**src/sv/cvr_pkg.sv**
```systemverilog
// Shared constants, types and codes for the replicate-border 2D convolution block.
package cvr_pkg;

   // Kernel geometry
   localparam int KS        = 11;
   localparam int HALF_K    = (KS - 1) / 2;
   localparam int TAP_COUNT = KS * KS;
   localparam int TAP_IDX_W = 7;
   localparam int K_W       = $clog2(KS);

   // Frame geometry
   localparam int MAX_WIDTH  = 1024;
   localparam int MAX_HEIGHT = 4096;
   localparam int LINE_ROWS  = 12;
   localparam int COL_W      = $clog2(MAX_WIDTH);
   localparam int ROW_W      = $clog2(MAX_HEIGHT);
   localparam int CFG_W_W    = 11;
   localparam int CFG_H_W    = 13;

   // Row ring rounded up to a power of two so the slot is the low row bits
   localparam int RING_W    = $clog2(LINE_ROWS);
   localparam int RING_ROWS = 1 << RING_W;
   localparam int MEM_AW    = RING_W + COL_W;

   // Datapath widths
   localparam int PIX_W  = 8;
   localparam int TAP_W  = 16;
   localparam int PROD_W = PIX_W + TAP_W + 1;
   localparam int ACC_W  = 32;
   localparam int OUT_W  = 16;
   localparam int RND_SH = 7;

   // Item kinds
   localparam logic [1:0] KIND_TAP   = 2'd0;
   localparam logic [1:0] KIND_PIXEL = 2'd1;
   localparam logic [1:0] KIND_DRAIN = 2'd2;

   // Control of the tap chain
   typedef struct packed {
      logic                        shift;
      logic                        wr_en;
      logic [TAP_IDX_W-1:0]        wr_idx;
      logic signed [TAP_W-1:0]     wr_val;
   } tap_ctl_type;

endpackage

```
**src/sv/cvr_tap_cell.sv**
```systemverilog
// One kernel tap cell: holds a coefficient, loads on write, passes it on in a rotation.
module cvr_tap_cell (
   input  logic                                 clock,
   input  logic                                 reset,
   input  logic                                 shift,
   input  logic                                 wr_sel,
   input  logic signed [cvr_pkg::TAP_W-1:0]     wr_val,
   input  logic signed [cvr_pkg::TAP_W-1:0]     next_tap,
   output logic signed [cvr_pkg::TAP_W-1:0]     tap
);

   logic signed [cvr_pkg::TAP_W-1:0] tap_ff, tap_in;

   // rotation wins; writes only come while the chain is parked
   always_comb begin
      tap_in = tap_ff;
      if (shift) begin
         tap_in = next_tap;
      end else if (wr_sel) begin
         tap_in = wr_val;
      end
   end

   always_ff @(posedge clock) begin
      if (reset) begin
         tap_ff <= '0;
      end else begin
         tap_ff <= tap_in;
      end
   end

   assign tap = tap_ff;

endmodule

```
**src/sv/cvr_tap_chain.sv**
```systemverilog
// Ring of kernel tap cells; cell 0 is the head fed to the multiplier.
module cvr_tap_chain (
   input  logic                                 clock,
   input  logic                                 reset,
   input  cvr_pkg::tap_ctl_type                 ctl,
   output logic signed [cvr_pkg::TAP_W-1:0]     head_tap
);

   logic signed [cvr_pkg::TAP_W-1:0] taps [cvr_pkg::TAP_COUNT];

   // each cell takes its upper neighbor; the last wraps to the head
   for (genvar i = 0; i < cvr_pkg::TAP_COUNT; i++) begin : g_cell
      logic wr_sel;
      assign wr_sel = ctl.wr_en && (ctl.wr_idx == cvr_pkg::TAP_IDX_W'(i));
      cvr_tap_cell u_cell (
         .clock    (clock),
         .reset    (reset),
         .shift    (ctl.shift),
         .wr_sel   (wr_sel),
         .wr_val   (ctl.wr_val),
         .next_tap (taps[(i + 1) % cvr_pkg::TAP_COUNT]),
         .tap      (taps[i])
      );
   end

   assign head_tap = taps[0];

endmodule

```
**config.mk**
```make
export PLATFORM = sky130hd
export DESIGN_NAME = cvr_tap_chain
export DESIGN_NICKNAME = d
export VERILOG_FILES = /design/src/sv/cvr_pkg.sv /design/src/sv/cvr_tap_cell.sv /design/src/sv/cvr_tap_chain.sv
export SDC_FILE = /design/constraint.sdc
export NUM_CORES = 2
export LEC_CHECK = 0
export BUFFER_PORTS_ARGS = -buffer_cell sky130_fd_sc_hd__buf_2
export CORE_UTILIZATION = 40
export DETAILED_ROUTE_END_ITERATION = 16
export SETUP_SLACK_MARGIN = 0.15
export SLEW_MARGIN = 30
export SYNTH_ARGS = -nofsm -noshare
export SYNTH_HDL_FRONTEND = slang
export SYNTH_SLANG_ARGS = --single-unit
```
**constraint.sdc**
```tcl
create_clock -name clock -period 1.95 [get_ports clock]
set_clock_uncertainty 0.2 [all_clocks]
set_input_delay 0.0975 -clock clock [delete_from_list [all_inputs] [get_ports clock]]
set_output_delay 0.0975 -clock clock [all_outputs]
set_load 0.02 [all_outputs]
```
==> run_results.csv <==
group,metric,value,unit
status,outcome,"finished, violations left",
timing,slew_violations,0,
timing,fin_crit,1.87,ns
die,io_pins,43,
logic_synthesis,synth_edf_count,0,
final_layout,drive_gt1_share,14.8,%
clock_tree,clockBufferDepth,3,
logic_synthesis,synth.distinct_cells,18,
logic_synthesis,syn_area,85800,um^2
timing,tightest_slew,0.840,ns
global_route,antenna_found_initial,11,
detailed_routing,route.detailed.wl_per_inst,23.9,um
final_layout,largest_reg_flops,1936,
critical_path,crit_fanout,19,
timing,finalHoldViolations,151,
final_layout,final_core_util,53.5,%
final_layout,nets,10200,
logic_synthesis,syn_avg_cell_area,9.12,um^2
detailed_routing,via_per_inst,6.42,
global_route,grt_pass1_vias,81000,
detailed_routing,dr.pass1.iters,6,
logic_synthesis,synth-seq-cells,1936,
hold_path,min_path_type,"primary input to register",
critical_path,path_buf_inv,6,
clock_tree,clk_latency,0.86,ns
detailed_routing,drtIter0Drc,8506,
power_and_ir_drop,power_density,884,nW/um^2
detailed_routing,ant_nets,0,
die,num_rows,169,
critical_path,setup.worst_path.end_class,"register",
detailed_routing,drc_errors,0,
logic_synthesis,netlist_instances,9404,
die,die_w,465,um
detailed_routing,via_count,84900,
logic_synthesis,yosysSeqAreaShare,45.2,%
final_layout,nFillCells,18500,
logic_synthesis,syn-num-nets,9431,
global_route,grt_pass1_wl,478000,um
critical_path,critPathTopFamily,"buffers and inverters",
timing,holdWs,-0.258,ns
timing,max_clock_freq,536,MHz
die,die_h,465,um
die,initial_utilization,40.4,%
global_route,overflow,0,
global_route,grt_max_degree,115,
clock_tree,path_clk_slew,0.06,ns
timing,finalCritPeriodShare,95.7,%
critical_path,arrival,2.44,ns
critical_path,critPathSlowestCell,"dlygate4sd3_1",
detailed_routing,totalWireLength,315000,um
critical_path,cp_slowest_stage_delay,0.72,ns
clock_tree,tritoncts,"yes",
critical_path,cp-start-kind,"primary input",
die,die-area,216000,um^2
place,pre_cts_ws,-0.181,ns
global_route,gr-usage-all-layers,27.0,%
clock_tree,htreeDepth,4,
critical_path,cp_common_cell,"buf_12",
critical_path,worstPathRequired,2.52,ns
place,io_buffer_count,42,
timing,rsz0062_at_grt,"true",
die,core-area,213000,um^2
timing,final.setup.worst_slack,0.0836,ns
timing,slew_headroom,44.0,%
final_layout,area_growth,32.6,%
logic_synthesis,ys.warnings.count,0,
logic_synthesis,ys_async_sr_fraction,0,%
critical_path,crit_chain,"dlygate4sd3_1 > buf_2 > nor2b_4 > buf_12 > buf_12 > buf_12 > dlygate4sd3_1 > a21oi_1 > a211oi_1",
place,dpl.hpwl,187000,um
run,drv_cap,0,
clock_tree,cts_buffers,202,
place,gp_congestion,0.864,
power_and_ir_drop,ir_drop,857,uV
clock_tree,cts-root-buf,"clkbuf_16",
final_layout,stdcell_count,13200,
critical_path,crit_type,"primary input to register",
timing,finalSetupViolCount,0,
power_and_ir_drop,leakage,39.4,nW
clock_tree,numClockSinks,1936,
status,violations,"hold timing",
logic_synthesis,synth_ff_type,"dfxtp_1",
place,dpl.cell_count,11800,
## placed cells by master (no fill, tap or decap), types with 3 or more instances in the layout
| cell type | synthesis | layout |
|---|---|---|
| and4bb_2 | 9 | 8 |
| buf_4 | 71 | 651 |
| a21o_2 | 0 | 6 |
| buf_12 | 0 | 387 |
| dfxtp_1 | 1936 | 1921 |
| buf_2 | 415 | 28 |
| clkinv_2 | 0 | 39 |
| nor2b_4 | 0 | 16 |
| buf_16 | 0 | 11 |
| diode_2 | 0 | 3 |
| dfxtp_2 | 0 | 12 |
| and4b_1 | 15 | 7 |
| dfxtp_4 | 0 | 3 |
| dlymetal6s4s_1 | 0 | 46 |
| buf_6 | 14 | 16 |
| a211oi_1 | 3872 | 3859 |
| a21o_1 | 121 | 115 |
| and4b_4 | 0 | 3 |
| dlygate4sd3_1 | 0 | 920 |
| clkbuf_8 | 0 | 51 |
| and4b_2 | 0 | 5 |
| clkinv_8 | 0 | 6 |
| nor4_4 | 3 | 3 |
| clkbuf_1 | 931 | 53 |
| a21oi_1 | 1936 | 1936 |
| a211oi_2 | 0 | 13 |
| clkbuf_16 | 0 | 216 |
| and4bb_4 | 0 | 5 |
| bufinv_16 | 0 | 15 |
| clkinv_16 | 0 | 5 |
| buf_8 | 0 | 3 |
| nor4bb_4 | 0 | 9 |
| nor4b_4 | 14 | 15 |
## cells by family (layout without fill, tap and decap cells)
kind of cell	count (synthesis)	in the layout	share of synthesized area, %
other	0	3	0
AND/OR/NAND/NOR	77	77	1.12
flip-flops	1936	1936	45.2
buffers and inverters	1462	2454	7.44
AO/OA/AOI/OAI	5929	5929	46.2
## layer usage
layer	up-vias	share of wire (%)	global-route usage (%)
li1	39100	-	-
met1	42000	43	36.7
met2	3150	46	43.1
met3	668	6.5	3.83
met4	14	4.0	10.3
met5	-	0.029	0
## path summary, 6_finish.rpt
check | startpoint | end | slack (ns) | cells past startpoint
hold / removal | ctl[24] | g_cell[96].u_cell.tap[14] | -0.26 | 5
setup / recovery | ctl[15] | g_cell[96].u_cell.tap[15] | 0.08 | 9
hold reg to reg | g_cell[50].u_cell.tap[15] | g_cell[49].u_cell.tap[15] | 0.33 | 2
setup reg to reg | g_cell[0].u_cell.tap[11] | g_cell[120].u_cell.tap[11] | 0.25 | 4
## synth_stat cells (4+ instances only)
cell,count,area share (%)
and4b_1,15,0.18
buf_6,14,0.18
dfxtp_1,1936,45
clkbuf_1,931,4.1
a21o_1,121,1.1
and4bb_2,9,0.13
nor2b_1,16,0.12
a211oi_1,3872,34
nor4bb_1,11,0.13
and4bb_1,4,0.058
buf_1,31,0.14
and4_1,4,0.041
nor4b_4,14,0.39
buf_2,415,2.4
a21oi_1,1936,11
buf_4,71,0.62
## through the flow
stage | area, um^2 | setup TNS (ns) | power (mW)
after floorplan | 85800 | 0 | 52.5
after global placement | 95700 | -28.00 | 57.4
after detailed placement | 95700 | -55.39 | 57.7
after CTS | 109000 | 0 | 99.2
after global routing | 114000 | 0 | 104
final | 114000 | 0 | 101
## report_power, final
group          internal [mW]  total, mW  switching [mW]
combinational           7.20       15.7            8.46
clock                   23.2       40.6            17.3
sequential              42.4       44.3            1.84
total                   72.9        101            27.6
## worst min-delay path: stages
cell       delay (ns)
clkbuf_16        0.18
nor2b_4          0.07
buf_12           0.16
a21oi_1          0.13
a211oi_1         0.08
## final cells by class
cell class                 count  area (um^2)  area share, %
multi-input combinational   6006        41000           36.1
sequential                  1936        38800           34.1
timing repair buffer        2076        23400           20.6
clock buffer                 307         5980           5.26
tap                         2821         3530           3.10
clock inverter                71          966          0.849
antenna                        3         7.51        0.00660
## what timing repair did
item,CTS,global route
cloned,0,13
hold buffers,595,399
endpoints found under the setup margin,16,925
endpoints found under the hold margin,1936,651
buffers inserted,0,37
gates resized for setup,40,97
pin swaps,0,2
No activity file was read; power rests on OpenSTA's default activity.
